File: src/wgo_pkg.sv
// Shared types, constants and the CORDIC arctangent table for the
// wheel/gyro odometry integrator. No dependencies.
package wgo_pkg;

  typedef struct packed {
    logic               right_reverse;
    logic               left_reverse;
    logic signed [15:0] right_count;
    logic signed [15:0] left_count;
    logic signed [15:0] yaw_rate;
    logic        [15:0] interval;
    logic               load_pose;
    logic signed [31:0] pose_x;
    logic signed [31:0] pose_y;
    logic signed [19:0] pose_heading;
  } in_item_t;

  typedef struct packed {
    logic signed [31:0] position_x;
    logic signed [31:0] position_y;
    logic signed [19:0] heading_out;
    logic signed [31:0] step_x;
    logic signed [31:0] step_y;
  } out_item_t;

  localparam int CORDIC_STEPS = 16;
  localparam int ATAN_ENTRIES = 24;
  localparam int ATAN_IW      = $clog2(ATAN_ENTRIES);

  // CORDIC datapath word: Q30 angles and coordinates, with headroom
  localparam int CORDIC_W = 34;
  localparam logic [CORDIC_W-1:0] CORDIC_GAIN = 34'd652032874;

  // shared serial multiplier: signed multiplicand x signed multiplier
  localparam int MUL_AW = 36;
  localparam int MUL_BW = CORDIC_W;
  localparam int MUL_PW = MUL_AW + MUL_BW;

  function automatic logic [CORDIC_W-1:0] atan_q30(input logic [ATAN_IW-1:0] idx);
    logic [CORDIC_W-1:0] v;
    case (idx)
      5'd0:    v = 34'd843314856;
      5'd1:    v = 34'd497837829;
      5'd2:    v = 34'd263043836;
      5'd3:    v = 34'd133525158;
      5'd4:    v = 34'd67021686;
      5'd5:    v = 34'd33543515;
      5'd6:    v = 34'd16775850;
      5'd7:    v = 34'd8388437;
      5'd8:    v = 34'd4194282;
      5'd9:    v = 34'd2097149;
      5'd10:   v = 34'd1048575;
      5'd11:   v = 34'd524287;
      5'd12:   v = 34'd262143;
      5'd13:   v = 34'd131071;
      5'd14:   v = 34'd65535;
      5'd15:   v = 34'd32767;
      5'd16:   v = 34'd16383;
      5'd17:   v = 34'd8191;
      5'd18:   v = 34'd4095;
      5'd19:   v = 34'd2047;
      5'd20:   v = 34'd1023;
      5'd21:   v = 34'd511;
      5'd22:   v = 34'd255;
      5'd23:   v = 34'd127;
      default: v = '0;
    endcase
    return v;
  endfunction

endpackage

File: src/wgo_mul.sv
// Serial signed multiplier, one multiplier bit per cycle (shift-add with
// final subtract for the sign bit). Depends on wgo_pkg.
module wgo_mul import wgo_pkg::*; (
  input  logic              clk_i,
  input  logic              rst_ni,
  input  logic              start_i,
  input  logic [MUL_AW-1:0] a_i,
  input  logic [MUL_BW-1:0] b_i,
  output logic              done_o,
  output logic [MUL_PW-1:0] prod_o
);

  localparam int CNTW = $clog2(MUL_BW);

  logic [MUL_AW-1:0] a_q;
  logic [MUL_AW:0]   hi_q, hi_d;
  logic [MUL_BW-1:0] lo_q, lo_d;
  logic [CNTW-1:0]   cnt_q, cnt_d;
  logic              busy_q, busy_d;
  logic              done_q, done_d;

  logic              last;
  logic [MUL_AW:0]   addend;
  logic [MUL_AW+1:0] sum;

  always_comb begin
    last   = (cnt_q == CNTW'(MUL_BW - 1));
    addend = lo_q[0] ? {a_q[MUL_AW-1], a_q} : '0;
    // the multiplier's top bit has negative weight
    if (last) begin
      sum = {hi_q[MUL_AW], hi_q} - {addend[MUL_AW], addend};
    end else begin
      sum = {hi_q[MUL_AW], hi_q} + {addend[MUL_AW], addend};
    end

    hi_d   = hi_q;
    lo_d   = lo_q;
    cnt_d  = cnt_q;
    busy_d = busy_q;
    done_d = 1'b0;
    if (start_i) begin
      hi_d   = '0;
      lo_d   = b_i;
      cnt_d  = '0;
      busy_d = 1'b1;
    end else if (busy_q) begin
      hi_d  = sum[MUL_AW+1:1];
      lo_d  = {sum[0], lo_q[MUL_BW-1:1]};
      cnt_d = cnt_q + 1'b1;
      if (last) begin
        busy_d = 1'b0;
        done_d = 1'b1;
      end
    end
  end

  always_ff @(posedge clk_i or negedge rst_ni) begin
    if (!rst_ni) begin
      cnt_q  <= '0;
      busy_q <= 1'b0;
      done_q <= 1'b0;
    end else begin
      cnt_q  <= cnt_d;
      busy_q <= busy_d;
      done_q <= done_d;
    end
  end

  always_ff @(posedge clk_i) begin
    if (start_i) begin
      a_q <= a_i;
    end
    hi_q <= hi_d;
    lo_q <= lo_d;
  end

  assign done_o = done_q;
  assign prod_o = {hi_q[MUL_AW-1:0], lo_q};

endmodule

File: src/wgo_cordic.sv
// Digit-serial rotation-mode CORDIC: each iteration streams x, y and the
// residual angle through narrow adders, two bits per cycle. Depends on wgo_pkg.
module wgo_cordic import wgo_pkg::*; (
  input  logic                clk_i,
  input  logic                rst_ni,
  input  logic                start_i,
  input  logic [CORDIC_W-1:0] angle_i,
  output logic                done_o,
  output logic [CORDIC_W-1:0] x_o,
  output logic [CORDIC_W-1:0] y_o
);

  localparam int DIGIT = 2;
  localparam int NDIG  = CORDIC_W / DIGIT;
  localparam int DGW   = $clog2(NDIG);
  localparam int ITW   = $clog2(CORDIC_STEPS);
  localparam int EXW   = CORDIC_W + ATAN_ENTRIES;
  localparam int IDXW  = $clog2(EXW);

  logic [CORDIC_W-1:0] x_q, x_d, y_q, y_d, a_q, a_d;
  logic [CORDIC_W-1:0] xn_q, xn_d, yn_q, yn_d, an_q, an_d;
  logic                cx_q, cx_d, cy_q, cy_d, ca_q, ca_d;
  logic [DGW-1:0]      dig_q, dig_d;
  logic [ITW-1:0]      iter_q, iter_d;
  logic                busy_q, busy_d;
  logic                done_q, done_d;

  logic [EXW-1:0]      xx, yx;
  logic [CORDIC_W-1:0] atan_w;
  logic [IDXW-1:0]     pos, sidx;
  logic                rot_pos, first, last_dig;
  logic [DIGIT:0]      xs, ys, as_sum;

  function automatic logic [DIGIT:0] dig_add(input logic [DIGIT-1:0] p,
                                             input logic [DIGIT-1:0] q,
                                             input logic             sub,
                                             input logic             cin);
    logic [DIGIT-1:0] qq;
    qq = sub ? ~q : q;
    return {1'b0, p} + {1'b0, qq} + {{DIGIT{1'b0}}, cin};
  endfunction

  always_comb begin
    xx       = {{ATAN_ENTRIES{x_q[CORDIC_W-1]}}, x_q};
    yx       = {{ATAN_ENTRIES{y_q[CORDIC_W-1]}}, y_q};
    atan_w   = atan_q30(ATAN_IW'(iter_q));
    pos      = IDXW'(dig_q) * IDXW'(DIGIT);
    sidx     = pos + IDXW'(iter_q);
    rot_pos  = ~a_q[CORDIC_W-1];
    first    = (dig_q == '0);
    last_dig = (dig_q == DGW'(NDIG - 1));

    // rotate toward zero residual: x -= y>>i, y += x>>i, a -= atan when a >= 0
    xs     = dig_add(x_q[pos +: DIGIT], yx[sidx +: DIGIT], rot_pos,
                     first ? rot_pos : cx_q);
    ys     = dig_add(y_q[pos +: DIGIT], xx[sidx +: DIGIT], ~rot_pos,
                     first ? ~rot_pos : cy_q);
    as_sum = dig_add(a_q[pos +: DIGIT], atan_w[pos +: DIGIT], rot_pos,
                     first ? rot_pos : ca_q);

    x_d    = x_q;
    y_d    = y_q;
    a_d    = a_q;
    xn_d   = xn_q;
    yn_d   = yn_q;
    an_d   = an_q;
    cx_d   = cx_q;
    cy_d   = cy_q;
    ca_d   = ca_q;
    dig_d  = dig_q;
    iter_d = iter_q;
    busy_d = busy_q;
    done_d = 1'b0;

    if (start_i) begin
      x_d    = CORDIC_GAIN;
      y_d    = '0;
      a_d    = angle_i;
      dig_d  = '0;
      iter_d = '0;
      busy_d = 1'b1;
    end else if (busy_q) begin
      xn_d = {xs[DIGIT-1:0], xn_q[CORDIC_W-1:DIGIT]};
      yn_d = {ys[DIGIT-1:0], yn_q[CORDIC_W-1:DIGIT]};
      an_d = {as_sum[DIGIT-1:0], an_q[CORDIC_W-1:DIGIT]};
      cx_d = xs[DIGIT];
      cy_d = ys[DIGIT];
      ca_d = as_sum[DIGIT];
      if (last_dig) begin
        x_d    = xn_d;
        y_d    = yn_d;
        a_d    = an_d;
        dig_d  = '0;
        iter_d = iter_q + 1'b1;
        if (iter_q == ITW'(CORDIC_STEPS - 1)) begin
          busy_d = 1'b0;
          done_d = 1'b1;
        end
      end else begin
        dig_d = dig_q + 1'b1;
      end
    end
  end

  always_ff @(posedge clk_i or negedge rst_ni) begin
    if (!rst_ni) begin
      dig_q  <= '0;
      iter_q <= '0;
      busy_q <= 1'b0;
      done_q <= 1'b0;
    end else begin
      dig_q  <= dig_d;
      iter_q <= iter_d;
      busy_q <= busy_d;
      done_q <= done_d;
    end
  end

  always_ff @(posedge clk_i) begin
    x_q  <= x_d;
    y_q  <= y_d;
    a_q  <= a_d;
    xn_q <= xn_d;
    yn_q <= yn_d;
    an_q <= an_d;
    cx_q <= cx_d;
    cy_q <= cy_d;
    ca_q <= ca_d;
  end

  assign done_o = done_q;
  assign x_o    = x_q;
  assign y_o    = y_q;

endmodule

File: src/wheel_gyro_odometry_integrator.sv
// Top level: request sequencer, pose state and result register of the
// wheel/gyro odometry integrator. Depends on wgo_pkg, wgo_mul, wgo_cordic.
//
//   channel | signals                            | payload
//   --------+------------------------------------+-------------------------
//   in      | in_valid_i / in_ready_o            | in_data_i  (in_item_t)
//   out     | out_valid_o / out_ready_i          | out_data_o (out_item_t)
//   cfg     | cfg_valid_i / cfg_ready_o          | cfg_data_i (encoder_scale)
//
// An integrating request makes six passes through the serial multiplier (one
// multiplier bit per cycle) and CORDIC_STEPS iterations in the two-bit-digit
// CORDIC, plus the angle and heading reduction states. A pose load uses
// neither unit: it goes through S_LOAD and S_DONE only.
// One request is in work at a time; a new one is taken while the previous
// result waits in the output register. Reset clears pose and sets the scale.
module wheel_gyro_odometry_integrator import wgo_pkg::*; (
  input  logic      clk_i,
  input  logic      rst_ni,
  input  logic      in_valid_i,
  output logic      in_ready_o,
  input  in_item_t  in_data_i,
  output logic      out_valid_o,
  input  logic      out_ready_i,
  output out_item_t out_data_o,
  input  logic      cfg_valid_i,
  output logic      cfg_ready_o,
  input  logic [15:0] cfg_data_i
);

  localparam logic [4:0] S_IDLE  = 5'd0;
  localparam logic [4:0] S_SPEED = 5'd1;
  localparam logic [4:0] S_ANG0  = 5'd2;
  localparam logic [4:0] S_ANG1  = 5'd3;
  localparam logic [4:0] S_ANG2  = 5'd4;
  localparam logic [4:0] S_CORD  = 5'd5;
  localparam logic [4:0] S_MULCX = 5'd6;
  localparam logic [4:0] S_STEPX = 5'd7;
  localparam logic [4:0] S_MULSY = 5'd8;
  localparam logic [4:0] S_STEPY = 5'd9;
  localparam logic [4:0] S_YAW   = 5'd10;
  localparam logic [4:0] S_HEAD1 = 5'd11;
  localparam logic [4:0] S_HEAD2 = 5'd12;
  localparam logic [4:0] S_POS   = 5'd13;
  localparam logic [4:0] S_LOAD  = 5'd14;
  localparam logic [4:0] S_DONE  = 5'd15;

  localparam logic signed [CORDIC_W-1:0] ANG_PI      = 34'sd3373259426;
  localparam logic signed [CORDIC_W-1:0] ANG_HALF_PI = 34'sd1686629713;
  localparam logic signed [CORDIC_W-1:0] ANG_TWO_PI  = 34'sd6746518852;
  localparam logic signed [21:0]         HEAD_WRAP   = 22'sd411775;
  localparam logic [15:0]                SCALE_RST   = 16'd655;

  logic [4:0]                  state_q, state_d;
  logic                        kick_q, kick_d;
  logic                        out_valid_q, out_valid_d;
  logic [15:0]                 scale_q, scale_d;
  logic signed [31:0]          pos_x_q, pos_x_d, pos_y_q, pos_y_d;
  logic signed [19:0]          heading_q, heading_d;

  in_item_t                    in_q, in_d;
  out_item_t                   out_q, out_d;
  logic [31:0]                 speed_q, speed_d;
  logic signed [CORDIC_W-1:0]  ang_q, ang_d;
  logic                        flip_q, flip_d;
  logic [CORDIC_W-1:0]         cos_q, cos_d, sin_q, sin_d;
  logic [MUL_AW-1:0]           t_q, t_d;
  logic signed [31:0]          stepx_q, stepx_d, stepy_q, stepy_d;
  logic signed [21:0]          hs_q, hs_d;

  logic                        in_acc;
  logic signed [17:0]          rc18, lc18, mix;
  logic [MUL_AW-1:0]           mul_a;
  logic [MUL_BW-1:0]           mul_b, dt_b;
  logic                        mul_start, mul_done;
  logic [MUL_PW-1:0]           prod;
  logic                        cord_start, cord_done;
  logic [CORDIC_W-1:0]         cord_x, cord_y;
  logic [33:0]                 sum_rnd;
  logic signed [20:0]          dh;
  logic signed [35:0]          psx, psy;

  function automatic logic signed [31:0] sat32(input logic signed [35:0] v);
    logic signed [31:0] r;
    if (v > 36'sd2147483647) begin
      r = 32'sh7fffffff;
    end else if (v < -36'sd2147483648) begin
      r = 32'sh80000000;
    end else begin
      r = v[31:0];
    end
    return r;
  endfunction

  // truncating remainder step: pull the heading one wrap period toward zero
  function automatic logic signed [21:0] wrap_step(input logic signed [21:0] h);
    logic signed [21:0] r;
    if (!h[21] && h >= HEAD_WRAP) begin
      r = h - HEAD_WRAP;
    end else if (h[21] && h <= -HEAD_WRAP) begin
      r = h + HEAD_WRAP;
    end else begin
      r = h;
    end
    return r;
  endfunction

  wgo_mul u_mul (
    .clk_i   (clk_i),
    .rst_ni  (rst_ni),
    .start_i (mul_start),
    .a_i     (mul_a),
    .b_i     (mul_b),
    .done_o  (mul_done),
    .prod_o  (prod)
  );

  wgo_cordic u_cordic (
    .clk_i   (clk_i),
    .rst_ni  (rst_ni),
    .start_i (cord_start),
    .angle_i (ang_q),
    .done_o  (cord_done),
    .x_o     (cord_x),
    .y_o     (cord_y)
  );

  assign in_ready_o  = (state_q == S_IDLE);
  assign in_acc      = in_valid_i & in_ready_o;
  assign cfg_ready_o = 1'b1;
  assign out_valid_o = out_valid_q;
  assign out_data_o  = out_q;
  assign mul_start   = kick_q & (state_q != S_CORD);
  assign cord_start  = kick_q & (state_q == S_CORD);

  always_comb begin
    // (+-right) + (+-left) scaled once: equals the sum of the scaled wheels
    rc18    = {{2{in_q.right_count[15]}}, in_q.right_count};
    lc18    = {{2{in_q.left_count[15]}}, in_q.left_count};
    mix     = (in_q.right_reverse ? -rc18 : rc18) + (in_q.left_reverse ? -lc18 : lc18);
    dt_b    = {{(MUL_BW-16){1'b0}}, in_q.interval};

    case (state_q)
      S_SPEED: begin
        mul_a = {{(MUL_AW-18){mix[17]}}, mix};
        mul_b = {{(MUL_BW-16){1'b0}}, scale_q};
      end
      S_MULCX: begin
        mul_a = {{(MUL_AW-32){speed_q[31]}}, speed_q};
        mul_b = cos_q;
      end
      S_MULSY: begin
        mul_a = {{(MUL_AW-32){speed_q[31]}}, speed_q};
        mul_b = sin_q;
      end
      S_YAW: begin
        mul_a = {{(MUL_AW-16){in_q.yaw_rate[15]}}, in_q.yaw_rate};
        mul_b = dt_b;
      end
      default: begin
        mul_a = t_q;
        mul_b = dt_b;
      end
    endcase

    sum_rnd = prod[33:0] + {33'd0, prod[33]};
    dh      = prod[32:12];
    psx     = {{4{pos_x_q[31]}}, pos_x_q} + {{4{stepx_q[31]}}, stepx_q};
    psy     = {{4{pos_y_q[31]}}, pos_y_q} + {{4{stepy_q[31]}}, stepy_q};

    state_d     = state_q;
    out_valid_d = out_valid_q;
    scale_d     = scale_q;
    pos_x_d     = pos_x_q;
    pos_y_d     = pos_y_q;
    heading_d   = heading_q;
    in_d        = in_q;
    out_d       = out_q;
    speed_d     = speed_q;
    ang_d       = ang_q;
    flip_d      = flip_q;
    cos_d       = cos_q;
    sin_d       = sin_q;
    t_d         = t_q;
    stepx_d     = stepx_q;
    stepy_d     = stepy_q;
    hs_d        = hs_q;

    if (cfg_valid_i) begin
      scale_d = cfg_data_i;
    end
    if (out_valid_q && out_ready_i) begin
      out_valid_d = 1'b0;
    end

    case (state_q)
      S_IDLE: begin
        if (in_acc) begin
          in_d    = in_data_i;
          state_d = in_data_i.load_pose ? S_LOAD : S_SPEED;
        end
      end
      S_SPEED: begin
        if (mul_done) begin
          // halve, truncating toward zero
          speed_d = sum_rnd[32:1];
          state_d = S_ANG0;
        end
      end
      S_ANG0: begin
        ang_d   = {heading_q, 14'd0};
        state_d = S_ANG1;
      end
      S_ANG1: begin
        if (ang_q > ANG_PI) begin
          ang_d = ang_q - ANG_TWO_PI;
        end else if (ang_q < -ANG_PI) begin
          ang_d = ang_q + ANG_TWO_PI;
        end
        state_d = S_ANG2;
      end
      S_ANG2: begin
        // fold into the CORDIC range; the half turn negates cos and sin
        flip_d = 1'b1;
        if (ang_q > ANG_HALF_PI) begin
          ang_d = ang_q - ANG_PI;
        end else if (ang_q < -ANG_HALF_PI) begin
          ang_d = ang_q + ANG_PI;
        end else begin
          flip_d = 1'b0;
        end
        state_d = S_CORD;
      end
      S_CORD: begin
        if (cord_done) begin
          cos_d   = flip_q ? CORDIC_W'(0) - cord_x : cord_x;
          sin_d   = flip_q ? CORDIC_W'(0) - cord_y : cord_y;
          state_d = S_MULCX;
        end
      end
      S_MULCX: begin
        if (mul_done) begin
          t_d     = prod[65:30];
          state_d = S_STEPX;
        end
      end
      S_STEPX: begin
        if (mul_done) begin
          stepx_d = sat32(prod[51:16]);
          state_d = S_MULSY;
        end
      end
      S_MULSY: begin
        if (mul_done) begin
          t_d     = prod[65:30];
          state_d = S_STEPY;
        end
      end
      S_STEPY: begin
        if (mul_done) begin
          stepy_d = sat32(prod[51:16]);
          state_d = S_YAW;
        end
      end
      S_YAW: begin
        if (mul_done) begin
          hs_d    = {{2{heading_q[19]}}, heading_q} + {dh[20], dh};
          state_d = S_HEAD1;
        end
      end
      S_HEAD1: begin
        hs_d    = wrap_step(hs_q);
        state_d = S_HEAD2;
      end
      S_HEAD2: begin
        hs_d    = wrap_step(hs_q);
        state_d = S_POS;
      end
      S_POS: begin
        pos_x_d   = sat32(psx);
        pos_y_d   = sat32(psy);
        heading_d = hs_q[19:0];
        state_d   = S_DONE;
      end
      S_LOAD: begin
        pos_x_d   = in_q.pose_x;
        pos_y_d   = in_q.pose_y;
        heading_d = in_q.pose_heading;
        stepx_d   = '0;
        stepy_d   = '0;
        state_d   = S_DONE;
      end
      S_DONE: begin
        if (!out_valid_q || out_ready_i) begin
          out_d.position_x  = pos_x_q;
          out_d.position_y  = pos_y_q;
          out_d.heading_out = heading_q;
          out_d.step_x      = stepx_q;
          out_d.step_y      = stepy_q;
          out_valid_d       = 1'b1;
          state_d           = S_IDLE;
        end
      end
      default: begin
        state_d = S_IDLE;
      end
    endcase

    // one-cycle start pulse on entry to a state that runs a unit
    kick_d = (state_d != state_q) &&
             (state_d inside {S_SPEED, S_CORD, S_MULCX, S_STEPX, S_MULSY, S_STEPY, S_YAW});
  end

  always_ff @(posedge clk_i or negedge rst_ni) begin
    if (!rst_ni) begin
      state_q     <= S_IDLE;
      kick_q      <= 1'b0;
      out_valid_q <= 1'b0;
      scale_q     <= SCALE_RST;
      pos_x_q     <= '0;
      pos_y_q     <= '0;
      heading_q   <= '0;
    end else begin
      state_q     <= state_d;
      kick_q      <= kick_d;
      out_valid_q <= out_valid_d;
      scale_q     <= scale_d;
      pos_x_q     <= pos_x_d;
      pos_y_q     <= pos_y_d;
      heading_q   <= heading_d;
    end
  end

  always_ff @(posedge clk_i) begin
    in_q    <= in_d;
    out_q   <= out_d;
    speed_q <= speed_d;
    ang_q   <= ang_d;
    flip_q  <= flip_d;
    cos_q   <= cos_d;
    sin_q   <= sin_d;
    t_q     <= t_d;
    stepx_q <= stepx_d;
    stepy_q <= stepy_d;
    hs_q    <= hs_d;
  end

endmodule
File: config.mk
export PLATFORM = sky130hd
export DESIGN_NAME = wheel_gyro_odometry_integrator
export DESIGN_NICKNAME = d
export VERILOG_FILES = /design/src/wgo_pkg.sv /design/src/wgo_mul.sv /design/src/wgo_cordic.sv /design/src/wheel_gyro_odometry_integrator.sv
export SDC_FILE = /design/constraint.sdc
export NUM_CORES = 2
export LEC_CHECK = 0
export BUFFER_PORTS_ARGS = -buffer_cell sky130_fd_sc_hd__buf_4
export CORE_MARGIN = 3
export CORE_UTILIZATION = 60
export DETAILED_ROUTE_END_ITERATION = 16
export PLACE_DENSITY_LB_ADDON = 0.05
export SYNTH_ARGS = -nofsm -noshare
export SYNTH_HDL_FRONTEND = slang
export SYNTH_SLANG_ARGS = --single-unit
File: constraint.sdc
create_clock -name clk_i -period 10.53 [get_ports clk_i]
set_input_delay 1.053 -clock clk_i [delete_from_list [all_inputs] [get_ports clk_i]]
set_output_delay 1.053 -clock clk_i [all_outputs]
set_load 0.005 [all_outputs]
# After elaboration in Yosys (flattened, before gate mapping)
# Memories as Yosys holds them, arrays and structs flattened.
# Cells that the tools add are included.
# totals
reg_bits,995
word_cells,246
rom_bits,480
mem_count,1
# op_classes
addsub,27
eq_ne,33
reduce_logical,33
muxes,77
bitwise,8
shifts,6
order_cmp,12
# memory_table
memory,words,word_bits,read_ports,rd_ports_with_merged_regs,write_ports,line,text
(no name shown),16,30,1,0,0,wgo_pkg.sv:41,case (idx)
# ops
operator,n
$mux 34,11
$pmux 32 s2,4
$mux 32,7
$pmux 34 s3,2
$shiftx 34x7->2,4
$shiftx 58x7->2,2
$pmux 36 s3,1
$pmux 5 s15,1
$sub 1x34->34 const A,2
$add 32x32->33,2
$gt 33x32->1 const B,2
$lt 33x32->1 const B,2
$mux 22,3
$mux 5,12
$eq 5x4->1 const B,11
$pmux 22 s2,1
$pmux 20 s2,1
$add 37x37->38,1
$mux 38,1
$sub 37x37->38,1
$mux 37,1
$gt 36x32->1 const B,1
$lt 36x32->1 const B,1
$mux 18,2
other kinds (50),120

# Logic depth before layout (Yosys ltp)
# An unclocked memory read counts as a cell.
# depth
word_depth,9
mapped_depth,23

# By module
# From an unflattened synthesis, not the netlist that was laid out.
# hier_totals
hier_cells,4561
area_unflattened_um2,52469.1
# modules_own_cells
module,cells_each,area_per_inst_um2,n_inst
wheel_gyro_odometry_integrator,3073,34800.9,1
wgo_cordic,688,10090.9,1
wgo_mul,800,7577.3,1

# Worst setup path before layout
# OpenSTA, ideal clock, no wires.
# synth_timing
path_kind,input-to-reg
start,input out_ready_i
end,"register out_q, in the netlist out_data_o[0], enable pin"
n_path_buf,0
arrival_time_ps,7700
stages,2
setup_ps,674
slack_ps,2156
required_time_ps,9856
path_cell_list,nand2b_1 -> nor2b_1
# synth_between
elab_chain_len,2
# synth_lines
element,line,text
"start, declared",wheel_gyro_odometry_integrator.sv:23,"input logic out_ready_i,"
$logic_or 1x1->1,wheel_gyro_odometry_integrator.sv:293,if (!out_valid_q || out_ready_i) begin
$reduce_and 2->1 (no line),n/a,
"end signal, assigned",wheel_gyro_odometry_integrator.sv:335,out_q <= out_d;
"end, declared",wheel_gyro_odometry_integrator.sv:61,"out_item_t out_q, out_d;"
# No other way between the ends.
# A chain may end at the register's enable or synchronous reset.

# Worst setup path in the final report
# layout_timing
start,register ang_q[3]
end,"register ang_q[33], data pin"
# layout_between
elab_chain_len,4
word_cells_on_any_way,11
cone_classes,add/sub (4); order compare (2); mux (5)
# layout_lines
element,line,text
"start, declared",wheel_gyro_odometry_integrator.sv:63,"logic signed [CORDIC_W-1:0] ang_q, ang_d;"
"start signal, assigned",wheel_gyro_odometry_integrator.sv:337,ang_q <= ang_d;
$add 34x33->34 / $add 34x34->34 (equally long branches),"wheel_gyro_odometry_integrator.sv:227, wheel_gyro_odometry_integrator.sv:217",
$mux 34 (on tied branches),"wheel_gyro_odometry_integrator.sv:226, wheel_gyro_odometry_integrator.sv:216",
$mux 34 (on tied branches),"wheel_gyro_odometry_integrator.sv:224, wheel_gyro_odometry_integrator.sv:214",
$pmux 34 s3 *,wheel_gyro_odometry_integrator.sv:195,case (state_q)
via ang_d[33],wheel_gyro_odometry_integrator.sv:63,
# Mark *: on every way through the listed nets, which the timed path passes. The rest lies on a longest branch. The select of a mux whose other input is x is not followed.

==> impl_metrics.csv <==
group,metric,value,unit
place,place_area,0.05563,mm2
min_path,hp-class,"reg -> reg",
worst_setup_path,rr_endpoint,"ang_q[33]",
detailed_routing,first_pass_iters,9,
cells_and_area,post-route-cell-area,0.05923,mm2
clock_network,cts_max_level,3,
timing,drv_slew,0,
grt,antenna_found_initial,0,
yosys,syn_inst,4728,
timing,fin_crit_sh,56.90,%
yosys,ys_warn_count,0,
worst_setup_path,worstPathCellList,"nor4_1 -> o221ai_1 -> nand2b_1 -> o21ai_1 -> o31ai_1 -> a21oi_1 -> o211ai_1 -> inv_1 -> ha_1 -> o21ai_0 -> or3_1 -> a41oi_1 -> a221o_1 -> a31oi_2 -> o31a_1 -> o221ai_1 -> and2_1 -> or4_1 -> a31o_1",
place,post-place-ws,4.637,ns
timing,fmax,0.1669,GHz
detailed_routing,antenna_left,0,
yosys,muxShareOfSynthArea,4.256,%
worst_setup_path,regToRegSetupSlack,4.54,ns
clock_network,clock_latency,0.68,ns
worst_setup_path,reg2reg_depth,19,
clock_network,cts_sinks,988,
place,io_buffers,321,
clock_network,cts_tree,"done",
worst_setup_path,crit_slowest_cell,"edfxtp_1",
cells_and_area,layout-drive-gt1-share,15.01,%
yosys,synth_top_flop_cell,"edfxtp_1",
cells_and_area,diodes,0,
power_and_ir_drop,leakage,22.99,nW
clock_network,cts_hold_buf,0,
yosys,ys_seq_area_share,53.50,%
floorplan,rows,107,
floorplan,initial_core_util,60.98,%
timing,hold_violations,0,
detailed_routing,vias,38840,
clock_network,clockBufferDepth,3,
floorplan,die_y,301.3,um
clock_network,cts_buffers,103,
timing,min_period,5.992,ns
worst_setup_path,crit_path_frequent_cell,"o221ai_1",
timing,rsz0062_at_grt,"no",
yosys,synth_xor_area_share,5.839,%
timing,layout_setup_ws,4.538,ns
yosys,synth_area,0.05233,mm2
place,dpl.hpwl,100.6,mm
grt,grt_pass1_vias,36790,
timing,clock_skew,0.02411,ns
detailed_routing,viasPerCell,6.299,
grt,grt_pass1_wl,216.9,mm
yosys,syn_nets,5111,
floorplan,die_w,301.3,um
clock_network,cts_root_buf,"clkbuf_16",
clock_network,cts_setup_buffers,0,
timing,setup_tns,0,ns
timing,relSlewSlack,26.60,%
power_and_ir_drop,ir_worst_vdd,0.0002358,V
yosys,async_flop_share,12.75,%
worst_setup_path,crit_type,"reg -> reg",
min_path,min_to,"u_cordic.an_q[27]",
worst_setup_path,start_kind,"flip-flop",
place,place.gp.congestion,0.9285,
cells_and_area,mostFrequentLayoutCell,"edfxtp_1",
cells_and_area,final_cell_mix,"757 x edfxtp_1, 575 x nand2_1, 375 x buf_4",
grt,grt_max_degree,86,
min_path,min_path_cells,0,
min_path,holdCritStartpoint,"u_cordic.an_q[29]",
worst_setup_path,critPathBufInv,1,
yosys,ys_ff_latch,988,
clock_network,path_clk_slew,0.06,ns
timing,hold-worst-slack,0.4418,ns
clock_network,ctsResizeCount,0,
detailed_routing,drc_errors,0,
yosys,synth_top_family_by_area,"compound AO/OA/AOI/OAI gates",
worst_setup_path,cpLargestDelayFamily,"compound AO/OA/AOI/OAI gates",
detailed_routing,drt-total-wl,142.4,mm
worst_setup_path,required,10.97,ns
yosys,synth_cell_types,110,
floorplan,core_region_area,0.08582,mm2
flow_run,maxCapViolations,0,
worst_setup_path,r2r-start,"ang_q[3]",
grt,grtUsageTotal,30.89,%
floorplan,pin_count,323,
run_status,status,"complete, no violations",
cells_and_area,layout.nets,5316,
worst_setup_path,arrival,6.43,ns
detailed_routing,wl_per_cell,23.10,um
power_and_ir_drop,powerDensity,259.8,mW/mm2
yosys,synthSimpleGateAreaFrac,12.34,%
detailed_routing,drt_iter0_markers,3722,
yosys,synth_area_per_cell,11.07,um2
timing,setup_violations,0,
power_and_ir_drop,p_total,15.39,mW
cells_and_area,syn_to_final_growth,13.19,%
floorplan,die_area,0.09080,mm2
grt,grt.overflow.total,0,
worst_setup_path,critical_path.max_stage_delay,0.54,ns
yosys,synth_edf_count,757,
yosys,synthAdderAreaFrac,5.308,%
timing,worst_pin_slew,1.093,ns
worst_setup_path,crit_fanout,15,
worst_setup_path,endpoint_kind,"flip-flop",
yosys,synth-compound-area-share,15.90,%
-- final cells by class --
class                      instances  area, um2
clock buffer                     146       2973
clock inverter                    48      628.1
fill                            6476      26580
inverter                         108      409.1
multi-input combinational       3356      22970
sequential                       988      28000
tap                             1144       1431
timing repair buffer             376       2826
-- cells in the mapped netlist (all sizes together), types with 13 or more instances --
master   number  area, um2
nor3         60      316.6
ha          198       2477
a211oi       30      230.2
o21bai       30      225.2
a222oi       31      310.3
o2111ai      16      140.1
and3         30      187.7
a21boi       14      105.1
nor2b        38      237.7
or3          35      239.0
o21ai       273       1411
o31ai        54      442.9
clkbuf      229      862.1
and2         25      156.4
o21a         52      390.4
nand4        31      193.9
nand3        92      465.5
xnor2       237       2083
a21oi       336       1685
inv         107      401.6
or4          27      232.7
a21o         95      713.2
edfxtp      757      22730
a221oi       27      236.5
nand2       580       2185
nor2        341       1292
o211ai       24      180.2
dfrtp       120       3003
a31o         14      122.6
xor2        111      972.2
nand3b       15      112.6
fa           13      260.3
buf          47      222.7
a22oi        30      225.2
or2          13      81.33
mux2         24      270.3
o41ai        14      145.1
a31oi        84      538.0
mux4         70       1577
mux2i        38      380.4
o22ai        50      312.8
nand2b       47      301.5
nor4         26      198.9
dfxtp       105       2102
-- layer usage --
metal	share of wire (%)	track usage [%]	wire, um	up-vias
met5	0	0	0	-
met4	3.9	11.16	5508	0
met3	7.1	3.837	10090	270
met2	47	49.75	67470	1557
met1	42	43.43	59370	18920
li1	-	-	-	18090
-- worst reg2reg max path: cells and delay by family, from the launching register on --
kind / cells / cell delay, ns
compound gates: 12 / 2.95
simple gates: 5 / 1.47
flops: 1 / 0.54
fa+ha+maj: 1 / 0.46
buf+inv: 1 / 0.35
-- through the flow --
step / util (%) / cells
2_1_floorplan: - / 4728
3_3_place_gp: 64.83 / 5972
3_5_place_dp: 64.83 / 5972
4_1_cts: 69.02 / 6166
5_1_grt: 69.02 / 6166
6_report: 69.02 / 6166
-- kinds of logic after synthesis --
logic type / count (synthesis)
simple gates: 1388
compound gates: 1271
flops: 988
buf+inv: 384
xor+xnor: 348
fa+ha+maj: 215
mux: 132
other cells: 2
-- state kept, by name, indices dropped and copies added, names as in the netlist, 33 cells and up --
register,cells
u_mul.a_q,36
in_q,134
out_data_o,148
cos_q,34
sin_q,34
ang_q,33
u_cordic.x_o,34
u_mul.lo_q,34
u_cordic.y_o,34
u_cordic.a_q,34
u_mul.hi_q,37
t_q,36
-- power by group --
part	internal, mW	total (mW)	switching, mW	leakage [nW]
Combinational	2.34	5.64	3.30	11.7
Clock	2.29	3.85	1.56	1.76
Sequential	5.15	5.90	0.756	9.55
Total	9.78	15.4	5.61	23.0
-- worst max path at each step --
stage	start	to	slack, ns	cells after the start
floorplan	out_ready_i	out_data_o[0]	2.16	2
global placement	ang_q[23]	ang_q[33]	4.73	18
detailed placement	ang_q[23]	ang_q[33]	4.64	18
CTS	ang_q[23]	ang_q[33]	4.62	18
global route	ang_q[3]	ang_q[33]	4.13	19
finish	ang_q[3]	ang_q[33]	4.54	19
No activity file was read; power rests on OpenSTA's default activity.
